## src/sv/ecs_pkg.sv

```systemverilog
// elevator call scheduler: shared sizes, direction and kind codes,
// and the command types between controller and datapath
// no dependencies
`timescale 1ns / 1ps
`default_nettype none

package ecs_pkg;

    localparam int FLOORS  = 16;
    localparam int FLOOR_W = 6;
    localparam int IDX_W   = (FLOORS > 1) ? $clog2(FLOORS) : 1;

    typedef logic [FLOOR_W-1:0] floor_t;
    typedef logic [IDX_W-1:0]   idx_t;
    typedef logic signed [1:0]  dir_t;
    typedef logic [1:0]         kind_t;

    localparam dir_t DIR_STOP = 2'sb00;
    localparam dir_t DIR_UP   = 2'sb01;
    localparam dir_t DIR_DOWN = 2'sb11;

    localparam kind_t KIND_HALL = 2'd0;
    localparam kind_t KIND_CAR  = 2'd1;
    localparam kind_t KIND_TICK = 2'd2;

    typedef enum logic [2:0] {
        OP_NONE,
        OP_EXEC,
        OP_DOOR,
        OP_RETARGET,
        OP_MOVE
    } dp_op_t;

    typedef struct packed {
        logic   load_item;
        dp_op_t op;
        logic   load_out;
    } ecs_cmd_t;

endpackage

`default_nettype wire

```

## src/sv/ecs_datapath.sv

```systemverilog
// elevator call scheduler datapath: request stores, car state,
// request scan and the result register; uses ecs_pkg
`timescale 1ns / 1ps
`default_nettype none

module ecs_datapath
    import ecs_pkg::*;
(
    input  wire logic     clk,
    input  wire logic     rst_n,
    input  wire kind_t    kind,
    input  wire floor_t   floor,
    input  wire dir_t     call_dir,
    input  wire ecs_cmd_t cmd,
    output floor_t        current_floor,
    output floor_t        target_floor,
    output dir_t          moving_dir,
    output logic          door_open,
    output logic          illegal
);

    // request held for the running item
    kind_t  kind_reg;
    floor_t floor_reg;
    dir_t   dir_reg;

    logic [FLOORS-1:0][1:0] hall_reg, hall_next;
    logic [FLOORS-1:0]      car_reg, car_next;
    floor_t car_floor_reg, car_floor_next;
    floor_t goal_reg, goal_next;
    dir_t   travel_reg, travel_next;
    logic   door_reg, door_next;
    logic   bad_reg, bad_next;

    floor_t out_cur_reg, out_goal_reg;
    dir_t   out_dir_reg;
    logic   out_door_reg, out_bad_reg;

    logic [FLOORS-1:0] req;
    idx_t   lo_idx, hi_idx;
    logic   any_req;
    idx_t   req_idx, car_idx;
    logic   floor_ok, dir_ok;
    floor_t scan_f;
    dir_t   td;
    floor_t g;

    // priority encode of pending floors
    always_comb
    begin
        lo_idx = '0;
        hi_idx = '0;
        for (int i = 0; i < FLOORS; i++)
        begin
            req[i] = (hall_reg[i] != 2'b00) || car_reg[i];
        end
        for (int i = FLOORS - 1; i >= 0; i--)
        begin
            if (req[i])
            begin
                lo_idx = idx_t'(i);
            end
        end
        for (int i = 0; i < FLOORS; i++)
        begin
            if (req[i])
            begin
                hi_idx = idx_t'(i);
            end
        end
        any_req = |req;
    end

    assign req_idx  = floor_reg[IDX_W-1:0];
    assign car_idx  = car_floor_reg[IDX_W-1:0];
    assign floor_ok = ({1'b0, floor_reg} < (FLOOR_W + 1)'(FLOORS));
    assign dir_ok   = (dir_reg == DIR_UP) || (dir_reg == DIR_DOWN);

    always_comb
    begin
        hall_next      = hall_reg;
        car_next       = car_reg;
        car_floor_next = car_floor_reg;
        goal_next      = goal_reg;
        travel_next    = travel_reg;
        door_next      = door_reg;
        bad_next       = bad_reg;
        td             = travel_reg;
        g              = goal_reg;
        scan_f         = '0;

        case (cmd.op)
            OP_EXEC:
            begin
                case (kind_reg)
                    KIND_HALL:
                    begin
                        if (floor_ok && dir_ok)
                        begin
                            if (travel_reg == DIR_STOP)
                            begin
                                td = (floor_reg > car_floor_reg) ? DIR_UP : DIR_DOWN;
                                g  = floor_reg;
                            end
                            if ((floor_reg > g && td == DIR_UP) ||
                                (floor_reg < g && td == DIR_DOWN))
                            begin
                                g = floor_reg;
                            end
                            travel_next        = td;
                            goal_next          = g;
                            hall_next[req_idx] = dir_reg;
                        end
                        else
                        begin
                            bad_next = 1'b1;
                        end
                    end
                    KIND_CAR:
                    begin
                        if (floor_ok)
                        begin
                            car_next[req_idx] = ~car_reg[req_idx];
                        end
                        else
                        begin
                            bad_next = 1'b1;
                        end
                    end
                    default:
                    begin
                        bad_next = 1'b1;
                    end
                endcase
            end
            OP_DOOR:
            begin
                if (hall_reg[car_idx] != 2'b00 && dir_t'(hall_reg[car_idx]) == travel_reg)
                begin
                    door_next          = 1'b1;
                    hall_next[car_idx] = 2'b00;
                end
                if (car_reg[car_idx])
                begin
                    door_next         = 1'b1;
                    car_next[car_idx] = 1'b0;
                end
                if (car_floor_reg == goal_reg && travel_reg != DIR_STOP)
                begin
                    door_next          = 1'b1;
                    travel_next        = DIR_STOP;
                    hall_next[car_idx] = 2'b00;
                end
            end
            OP_RETARGET:
            begin
                // stopped car starts toward the lowest request
                if (travel_reg == DIR_STOP && any_req)
                begin
                    if (car_floor_reg < floor_t'(lo_idx))
                    begin
                        td = DIR_UP;
                        g  = floor_t'(lo_idx);
                    end
                    else if (car_floor_reg > floor_t'(lo_idx))
                    begin
                        td = DIR_DOWN;
                        g  = floor_t'(lo_idx);
                    end
                end
                scan_f = (td == DIR_DOWN) ? floor_t'(lo_idx) : floor_t'(hi_idx);
                if (any_req && scan_f != car_floor_reg)
                begin
                    g = scan_f;
                end
                travel_next = td;
                goal_next   = g;
            end
            OP_MOVE:
            begin
                if (travel_reg == DIR_UP)
                begin
                    if (car_floor_reg == floor_t'(FLOORS - 1))
                    begin
                        travel_next = DIR_STOP;
                    end
                    else
                    begin
                        car_floor_next = car_floor_reg + floor_t'(1);
                    end
                end
                else if (travel_reg == DIR_DOWN)
                begin
                    if (car_floor_reg == '0)
                    begin
                        travel_next = DIR_STOP;
                    end
                    else
                    begin
                        car_floor_next = car_floor_reg - floor_t'(1);
                    end
                end
            end
            default:
            begin
            end
        endcase

        if (cmd.load_item)
        begin
            door_next = 1'b0;
            bad_next  = 1'b0;
        end
    end

    always_ff @(posedge clk or negedge rst_n)
    begin
        if (!rst_n)
        begin
            hall_reg      <= '0;
            car_reg       <= '0;
            car_floor_reg <= '0;
            goal_reg      <= '0;
            travel_reg    <= DIR_STOP;
            door_reg      <= 1'b0;
            bad_reg       <= 1'b0;
        end
        else
        begin
            hall_reg      <= hall_next;
            car_reg       <= car_next;
            car_floor_reg <= car_floor_next;
            goal_reg      <= goal_next;
            travel_reg    <= travel_next;
            door_reg      <= door_next;
            bad_reg       <= bad_next;
        end
    end

    // payload registers
    always_ff @(posedge clk)
    begin
        if (cmd.load_item)
        begin
            kind_reg  <= kind;
            floor_reg <= floor;
            dir_reg   <= call_dir;
        end
        if (cmd.load_out)
        begin
            out_cur_reg  <= car_floor_reg;
            out_goal_reg <= goal_reg;
            out_dir_reg  <= travel_reg;
            out_door_reg <= door_reg;
            out_bad_reg  <= bad_reg;
        end
    end

    assign current_floor = out_cur_reg;
    assign target_floor  = out_goal_reg;
    assign moving_dir    = out_dir_reg;
    assign door_open     = out_door_reg;
    assign illegal       = out_bad_reg;

endmodule

`default_nettype wire

```

## src/sv/ecs_controller.sv

```systemverilog
// elevator call scheduler sequencer: input/output handshake and
// the step order for calls and ticks; uses ecs_pkg
`timescale 1ns / 1ps
`default_nettype none

module ecs_controller
    import ecs_pkg::*;
(
    input  wire logic  clk,
    input  wire logic  rst_n,
    input  wire logic  in_valid,
    output logic       in_stall,
    input  wire kind_t kind,
    output logic       out_valid,
    input  wire logic  out_stall,
    output ecs_cmd_t   cmd
);

    typedef enum logic [5:0] {
        S_IDLE     = 6'b000001,
        S_EXEC     = 6'b000010,
        S_DOOR     = 6'b000100,
        S_RETARGET = 6'b001000,
        S_MOVE     = 6'b010000,
        S_DONE     = 6'b100000
    } state_t;

    state_t state_reg, state_next;
    logic   out_valid_reg, out_valid_next;
    logic   out_free;

    assign out_free = !out_valid_reg || !out_stall;

    always_comb
    begin
        state_next     = state_reg;
        out_valid_next = (out_valid_reg && !out_stall) ? 1'b0 : out_valid_reg;
        cmd            = '{load_item: 1'b0, op: OP_NONE, load_out: 1'b0};

        case (state_reg)
            S_IDLE:
            begin
                if (in_valid)
                begin
                    cmd.load_item = 1'b1;
                    state_next    = (kind == KIND_TICK) ? S_DOOR : S_EXEC;
                end
            end
            S_EXEC:
            begin
                cmd.op     = OP_EXEC;
                state_next = S_DONE;
            end
            S_DOOR:
            begin
                cmd.op     = OP_DOOR;
                state_next = S_RETARGET;
            end
            S_RETARGET:
            begin
                cmd.op     = OP_RETARGET;
                state_next = S_MOVE;
            end
            S_MOVE:
            begin
                cmd.op     = OP_MOVE;
                state_next = S_DONE;
            end
            S_DONE:
            begin
                if (out_free)
                begin
                    cmd.load_out   = 1'b1;
                    out_valid_next = 1'b1;
                    state_next     = S_IDLE;
                end
            end
            default:
            begin
                state_next = S_IDLE;
            end
        endcase
    end

    always_ff @(posedge clk or negedge rst_n)
    begin
        if (!rst_n)
        begin
            state_reg     <= S_IDLE;
            out_valid_reg <= 1'b0;
        end
        else
        begin
            state_reg     <= state_next;
            out_valid_reg <= out_valid_next;
        end
    end

    assign in_stall  = (state_reg != S_IDLE);
    assign out_valid = out_valid_reg;

endmodule

`default_nettype wire

```

## src/sv/elevator_call_scheduler_core.sv

```systemverilog
// result: a hall call or car button request runs the exec step, a tick the door
// check, retarget and move steps (separate steps), then the done step raises out_valid
// one request at a time: no new request is taken until the sequencer is back in
// idle; a waiting result holds the next request in its last step
// reset: asynchronous, clears all calls, car at floor 0, target 0, stopped
// top level; uses ecs_pkg, ecs_controller and ecs_datapath
`timescale 1ns / 1ps
`default_nettype none

module elevator_call_scheduler_core
    import ecs_pkg::*;
(
    input  wire logic   clk,
    input  wire logic   rst_n,
    // request channel
    input  wire logic   in_valid,
    output logic        in_stall,
    input  wire kind_t  kind,
    input  wire floor_t floor,
    input  wire dir_t   call_dir,
    // result channel
    output logic        out_valid,
    input  wire logic   out_stall,
    output floor_t      current_floor,
    output floor_t      target_floor,
    output dir_t        moving_dir,
    output logic        door_open,
    output logic        illegal
);

    // sequencer commands toward the datapath
    ecs_cmd_t cmd;

    // sequencer: one request at a time, steps through the work for its kind
    ecs_controller u_ctrl (
        .clk       (clk),
        .rst_n     (rst_n),
        .in_valid  (in_valid),
        .in_stall  (in_stall),
        .kind      (kind),
        .out_valid (out_valid),
        .out_stall (out_stall),
        .cmd       (cmd)
    );

    // datapath: hall and car request stores, car position, target, direction
    // and the result register that holds a finished result until taken
    ecs_datapath u_dp (
        .clk           (clk),
        .rst_n         (rst_n),
        .kind          (kind),
        .floor         (floor),
        .call_dir      (call_dir),
        .cmd           (cmd),
        .current_floor (current_floor),
        .target_floor  (target_floor),
        .moving_dir    (moving_dir),
        .door_open     (door_open),
        .illegal       (illegal)
    );

    // car never reported outside the shaft
    a_floor_range: assert property (@(posedge clk) disable iff (!rst_n)
        out_valid |-> ({1'b0, current_floor} < (FLOOR_W + 1)'(FLOORS)))
        else $error("car floor out of range");

    // a door opening only comes from a tick, a rejection never does
    a_door_vs_illegal: assert property (@(posedge clk) disable iff (!rst_n)
        out_valid |-> !(door_open && illegal))
        else $error("door open and illegal together");

    // an accepted request blocks the input until its result is built
    a_busy_after_accept: assert property (@(posedge clk) disable iff (!rst_n)
        (in_valid && !in_stall) |=> in_stall)
        else $error("input taken again while busy");

    // direction code stays one of up, down, stopped
    a_dir_code: assert property (@(posedge clk) disable iff (!rst_n)
        out_valid |-> (moving_dir != 2'sb10))
        else $error("bad direction code");

endmodule

`default_nettype wire

```

## config.mk

```make
export PLATFORM = sky130hd
export DESIGN_NAME = elevator_call_scheduler_core
export DESIGN_NICKNAME = d
export VERILOG_FILES = /design/src/sv/ecs_pkg.sv /design/src/sv/ecs_datapath.sv /design/src/sv/ecs_controller.sv /design/src/sv/elevator_call_scheduler_core.sv
export SDC_FILE = /design/constraint.sdc
export NUM_CORES = 1
export LEC_CHECK = 0
export ABC_AREA = 1
export CAP_MARGIN = 20
export CORE_UTILIZATION = 60
export CTS_CLUSTER_DIAMETER = 60
export CTS_CLUSTER_SIZE = 20
export DETAILED_ROUTE_END_ITERATION = 8
export DONT_BUFFER_PORTS = 1
export GPL_TIMING_DRIVEN = 0
export PLACE_DENSITY = 0.74
export SLEW_MARGIN = 0
export SYNTH_ARGS = -nofsm -noshare
export SYNTH_HDL_FRONTEND = slang
export SYNTH_HIERARCHICAL = 1
export SYNTH_SLANG_ARGS = --single-unit
```

## constraint.sdc

```tcl
create_clock -name clk -period 6.3 [get_ports clk]
set_input_delay 0.945 -clock clk [delete_from_list [all_inputs] [get_ports clk]]
set_output_delay 0.945 -clock clk [all_outputs]
set_load 0.02 [all_outputs]
```

Word level (Yosys, flattened, before mapping)
Cells that the tools add are included.
{"block": "word_totals", "ff_bits": 97, "in_bits": 14, "out_inout_bits": 18, "word_cells": 273}
{"block": "op_classes", "add_sub_neg": 2, "magnitude_cmp": 10, "n_eq_ne": 41, "muxes": 113, "bitwise_logic": 6, "n_reduce_logical": 69}
{"op": "$mux W32", "count": 5}
{"op": "$mux W6", "count": 17}
{"op": "$mux W4", "count": 25}
{"op": "$and A32 B32 Y32", "count": 2}
{"op": "$pmux W32 S2", "count": 1}
{"op": "$mux W16", "count": 3}
{"op": "$reduce_bool A2 Y1", "count": 23}
{"op": "$mux W2", "count": 21}
{"op": "$bwmux W32", "count": 1}
{"op": "$not A32 Y32", "count": 1}
{"op": "$pmux W16 S2", "count": 1}
{"op": "$pmux W6 S5", "count": 1}
{"op": "$mux W1", "count": 21}
{"op": "$logic_or A1 B1 Y1", "count": 19}
{"op": "$and A16 B16 Y16", "count": 1}
{"op": "$bwmux W16", "count": 1}
{"op": "$demux W2 S4", "count": 2}
{"op": "$not A16 Y16", "count": 1}
{"op": "$reduce_or A16 Y1", "count": 1}
{"op": "$mux W3", "count": 5}
{"op": "$ne A2 B1 Y1 const B", "count": 7}
{"op": "$eq A6 B4 Y1 const B", "count": 2}
{"op": "$gt A6 B6 Y1", "count": 2}
{"op": "$pmux W3 S4", "count": 1}
{"op": "other kinds (44)", "count": 77}

Depth between registers and ports, before layout
{"block": "depth", "word_depth": 29, "depth_mapped": 42}

Hierarchy
Netlist, hierarchy kept.
{"mod": "ecs_datapath", "instances": 1, "cells_each": 862, "area_each_um2": 6382.4, "seq_area_each_um2": 2382.3}
{"mod": "ecs_controller", "instances": 1, "cells_each": 50, "area_each_um2": 370.4, "seq_area_each_um2": 176.4}

Least setup slack after synthesis
Ideal clock, no wire load.
{"block": "synth_timing", "path_type": "reg2reg", "startpoint": "register u_dp/hall_reg[31] (netlist name)", "endpoint": "register u_dp.goal_reg[2]", "arrival_time_ps": 3035, "path_slack_ps": 3149, "stages_incl_launch_ff": 40, "path_buffers": 0, "period_less_slack_ps": 3151, "path_cell_list": "dfrtp_1 > inv_2 > nand3_4 > nand2_1 > nand2_1 > nand2_1 > nand2_1 > nand2_1 > nand2_1 > nand2_1 > nand2_1 > nand2_1 > nand2_1 > nand2_1 > nand2_1 > nand2_1 > nand2_1 > nand2_1 > (+4 left out) > nor2_1 > nor2_1 > o211ai_2 > nand2_4 > nand2_4 > nand3_2 > nand3_1 > nand2_1 > nor2_1 > nand2_2 > inv_2 > nand3_4 > nand2_2 > nand2_4 > nand2_4 > inv_4 > nor2_2 > nor2_1"}
{"block": "synth_between", "elab_chain_len": 29}
{"item": "start, declared", "line_no": "ecs_datapath.sv:27", "text": "logic [FLOORS-1:0][1:0] hall_reg, hall_next;"}
{"item": "start signal, assigned", "line_no": "ecs_datapath.sv:230", "text": "hall_reg <= hall_next;"}
{"item": "$reduce_bool A2 Y1 *", "line_no": "ecs_datapath.sv:55", "text": "req[i] = (hall_reg[i] != 2'b00) || car_reg[i];"}
{"item": "$logic_or A1 B1 Y1 *", "line_no": "ecs_datapath.sv:55"}
{"item": "$mux W4 (16 in a row)", "line_no": "ecs_datapath.sv:59", "text": "if (req[i])"}
{"item": "$gt A6 B4 Y1", "line_no": "ecs_datapath.sv:165", "text": "else if (car_floor_reg > floor_t'(lo_idx))"}
{"item": "$mux W2", "line_no": "ecs_datapath.sv:165"}
{"item": "$mux W2", "line_no": "ecs_datapath.sv:160", "text": "if (car_floor_reg < floor_t'(lo_idx))"}
{"item": "$mux W2", "line_no": "ecs_datapath.sv:158", "text": "if (travel_reg == DIR_STOP && any_req)"}
{"item": "$mux W2", "line_no": "ecs_datapath.sv:92", "text": "case (cmd.op)"}
{"item": "$eq A2 B1 Y1", "line_no": "ecs_datapath.sv:171", "text": "scan_f = (td == DIR_DOWN) ? floor_t'(lo_idx) : floor_t'(hi_idx);"}
{"item": "$mux W4", "line_no": "ecs_datapath.sv:171"}
{"item": "$ne A6 B6 Y1", "line_no": "ecs_datapath.sv:172", "text": "if (any_req && scan_f != car_floor_reg)"}
{"item": "$logic_and A1 B1 Y1", "line_no": "ecs_datapath.sv:172"}
{"item": "$ne A4 B1 Y1 (no line), or another cell as far along"}
{"item": "$reduce_and A5 Y1 (no line) / $pmux W6 S2 (equally long branches)"}
{"item": "end signal, assigned", "line_no": "ecs_datapath.sv:233", "text": "goal_reg <= goal_next;"}
{"item": "end, declared", "line_no": "ecs_datapath.sv:30", "text": "floor_t goal_reg, goal_next;"}
Every way passes the cells marked *; elsewhere a longest branch is shown, timed or not. The select of a mux whose other input is x is not followed.
A chain may end at the register's enable or synchronous reset.

Final worst setup path
Same ends and word-level chain as after synthesis.

==> summary.txt <==
Run status
  – Outcome: finished clean

Power
  – Peak ir drop on the vdd network: roughly 0.0006 V
  – Clock Power Share: 0.098
  – Share of power burned in registers: 0.234
  – Internal Dissipation: roughly 1.8 mW
  – Switching part of the total: 0.549
  – Leak pwr: between 3 and 4 nW
  – Sw Pwr: 2.25 mW
  – Proportion of power drawn by combinational gates: 0.668
  – Total power of the final layout: between 4 and 5 mW
  – Pwr/cell area: ~580 nW/um^2

Setup path
  – CP arrival: between 4000 and 5000 ps
  – Kind of cell adding the most delay to the critical path: simple AND/OR/NAND/NOR gates
  – Maximum fanout along the worst path: 6
  – Classification of the worst setup path: register to register
  – Reg2Reg Capture Point: u_dp/goal_reg[2]$_DFFE_PN0P_
  – Total buffers and inverters traversed by the critical path: 5
  – CP max stage delay: 410 ps
  – Required time of the critical path: ~6600 ps
  – Critical path origin: u_dp/hall_reg[31]$_DFFE_PN0P_
  – R2R Path Start: u_dp/hall_reg[31]$_DFFE_PN0P_
  – Depth of the worst register-to-register path: 39
  – Slowest library cell on the worst path: sky130_fd_sc_hd__dfrtp_1
  – Category of the worst setup path capture point: register
  – Startpoint Class: register
  – Crit path top cell by count: sky130_fd_sc_hd__nand2_1
  – R2R Setup Slk: 2370 ps

Worst hold path
  – Worst hold-check path type: input pin to asynchronous set/reset pin

Layout
  – Synthesis-to-finish area growth: 5.39%
  – Net total in the final layout: between 900 and 1k
  – Fraction of final layout cells sized beyond drive strength 1: 0.137
  – Number of antenna cells inserted: 0
  – Count of filler cells inserted in the layout: roughly 1000
  – Count of placed standard cells in the final layout, fillers left out: between 1k and 1.5k
  – Max FFs per register: 32
  – Post-route cell area: around 7000 sq um

Timing
  – Period Utilization, post-route: 0.624
  – Final Hold Vio Count: 0
  – Number of pins exceeding their max-slew limit in the final report: 0
  – Worst clock skew: ~9.9 ps
  – Min cycle time layout: around 3900 ps
  – Max Clock Freq: approximately 0.25 GHz
  – Worst-Margin Slew: around 960 ps
  – Total negative slack for setup checks: 0 ps
  – RSZ-0062 raised after global routing: no
  – Final setup violation count: 0
  – Slew HR: 0.362

Yosys
  – Count leader, synth: sky130_fd_sc_hd__nand2_1
  – Top area cells in the synthesized netlist: sky130_fd_sc_hd__dfrtp_1 (26%), sky130_fd_sc_hd__edfxtp_1 (12%), sky130_fd_sc_hd__nand2_1 (10%)
  – Top flip-flop cell by instance count after synthesis: sky130_fd_sc_hd__dfrtp_1
  – Synthesized netlist cell count: around 910
  – Count of state elements after synthesis: 97
  – Fraction of registers with async set or reset after synthesis: 0.732
  – Warnings, synthesis: 6
  – Net Count, Synth: roughly 950
  – Share of the synthesized area in the top cell type: 0.259
  – Sequential cell area fraction in the yosys report: 0.379
  – Cell type with the highest aggregate area in the netlist: sky130_fd_sc_hd__dfrtp_1
  – Unique masters post-synth: 52
  – Top post-synthesis cells by count: sky130_fd_sc_hd__nand2_1 (187), sky130_fd_sc_hd__inv_1 (97), sky130_fd_sc_hd__nor2_1 (97), sky130_fd_sc_hd__a21oi_1 (87), sky130_fd_sc_hd__dfrtp_1 (70)
  – Syn Area/Cell: ~7.4 sq um
  – Post-synth EDFFs: 26
  – Netlist area before placement: 6750 sq um

Floorplan
  – Die Y-Extent: around 110 um
  – Effective utilization at floorplan: 0.620
  – Number of top-level design ports: 32
  – Horizontal extent of the die: roughly 110 um
  – Std cell rows: 38
  – DIE AREA: 11700 sq um
  – Core Area: between 10000 and 15000 sq um

Routing
  – Total number of vias: ~6.5k
  – DRC violations left: 0
  – Detail Route Antenna Nets: 0
  – Initial detailed-routing violation count: 791
  – Post-Route WL: ~20000 um
  – Number of iterations in the first detailed-routing pass: 6
  – Average wire per cell in the routed design: between 15 and 20 um
  – Vias per cell: slightly above 6

CTS
  – Resize count post-CTS: 0
  – Clock tree from TritonCTS: built
  – Post-CTS setup buffers: 0
  – Num CTS Buffers: 9
  – Total number of clock tree sinks: just under 100
  – Clock Tree Root: sky130_fd_sc_hd__clkbuf_8
  – Clock tree buffer depth: 2
  – Number of H-tree branching levels: 3
  – Clk pin slew, worst setup/hold paths: ~100 ps
  – Clock latency reported for the late side of the worst-skew pair: between 300 and 400 ps
  – Number of hold buffers added after cts: 0

Placed design
  – Final RePlAce weighted congestion: approximately 0.96
  – Cell count after placement: roughly 1.1k
  – Post-DP Area: slightly below 7000 sq um
  – IO Port Bufs: 0
  – Detailed-placement wirelength estimate: ~15000 um

Global route
  – Grt total ovfl: 0
  – Number of antenna violations at the first check in global routing: 0
  – Global-route wire length before repair: 31200 um
  – Maximum number of pins on one net before global-route repair: 72
  – Global-route usage over all layers: 0.358
  – Number of global-route vias before repair: about 6.0k

Flow run
  – Number of maximum-capacitance constraint violations: 0
## logic make-up after synthesis
family                     count (synthesis)  share of synthesized area
DFF                                       97                      0.379
and+or+nand+nor                          398                      0.283
buffers and inverters                    161                     0.0919
AOI/OAI and AO/OA                        225                      0.193
muxes                                      2                    0.00296
adders and majority gates                 21                     0.0400
xor gates and xnor gates                   8                     0.0104
## metrics by stage
step	utilization	hold slack, ps	worst slack [ps]
final	0.654	235	2370
after global routing	0.654	216	2040
after global placement	0.636	438	2600
after CTS	0.654	219	2450
after detailed placement	0.637	447	2490
after floorplan	-	426	3150
## layout by cell type, fill, tap and decap left out, types with 12 or more instances in the layout
| cell type | netlist | layout |
|---|---|---|
| sky130_fd_sc_hd__edfxtp_1 | 26 | 26 |
| sky130_fd_sc_hd__nand2_2 | 13 | 13 |
| sky130_fd_sc_hd__a22oi_1 | 15 | 15 |
| sky130_fd_sc_hd__dfrtp_1 | 70 | 70 |
| sky130_fd_sc_hd__nand3_2 | 12 | 12 |
| sky130_fd_sc_hd__nand3_1 | 33 | 33 |
| sky130_fd_sc_hd__ha_1 | 20 | 20 |
| sky130_fd_sc_hd__a21oi_1 | 87 | 86 |
| sky130_fd_sc_hd__inv_2 | 39 | 39 |
| sky130_fd_sc_hd__nor3_1 | 16 | 16 |
| sky130_fd_sc_hd__o21ai_0 | 65 | 65 |
| sky130_fd_sc_hd__nor2_1 | 97 | 97 |
| sky130_fd_sc_hd__inv_1 | 97 | 97 |
| sky130_fd_sc_hd__o22ai_1 | 22 | 22 |
| sky130_fd_sc_hd__nand2_1 | 187 | 187 |
| sky130_fd_sc_hd__clkbuf_1 | 14 | 14 |
## worst max path at each step
stage,to,slack (ps),depth (start not counted)
after floorplan,u_dp/goal_reg[2]$_DFFE_PN0P_,3150,39
after global placement,u_dp/goal_reg[2]$_DFFE_PN0P_,2600,39
after detailed placement,u_dp/goal_reg[2]$_DFFE_PN0P_,2490,39
after CTS,u_dp/goal_reg[2]$_DFFE_PN0P_,2450,39
after global routing,u_dp/goal_reg[2]$_DFFE_PN0P_,2040,41
final,u_dp/goal_reg[2]$_DFFE_PN0P_,2370,39
## metal layers
| metal | part of all wire | up-vias | GRT usage |
|---|---|---|---|
| li1 | - | 3072 | - |
| met1 | 0.43 | 3057 | 0.508 |
| met2 | 0.44 | 368 | 0.528 |
| met3 | 0.10 | 51 | 0.0802 |
| met4 | 0.026 | 0 | 0.148 |
| met5 | 0 | - | 0 |
## final cells by class
type / instances / area (sq um) / share of cell area
Sequential cell: 97 / 2560 / 0.360
Buffer: 22 / 93.8 / 0.0132
Tap cell: 140 / 175 / 0.0246
Inverter: 139 / 527 / 0.0740
Multi-Input combinational cell: 654 / 3580 / 0.503
Clock inverter: 7 / 61.3 / 0.00861
Clock buffer: 9 / 124 / 0.0174
## worst reg2reg max path, delay by kind of cell, from the launching register on
family                     cells  cell delay, ps
AOI/OAI and AO/OA              3             410
adders and majority gates      1             170
buffers and inverters          5             360
DFF                            1             410
and+or+nand+nor               30            2450
## power groups by stage
stage / sequential, mW / clock [mW] / combinational, mW
6_report: 0.959 / 0.402 / 2.74
5_1_grt: 0.977 / 0.431 / 2.99
2_1_floorplan: 0.921 / 0 / 2.07
3_5_place_dp: 0.967 / 0 / 2.66
4_1_cts: 0.955 / 0.409 / 2.67
3_3_place_gp: 0.963 / 0 / 2.57
Power figures use the tool's default switching activity.
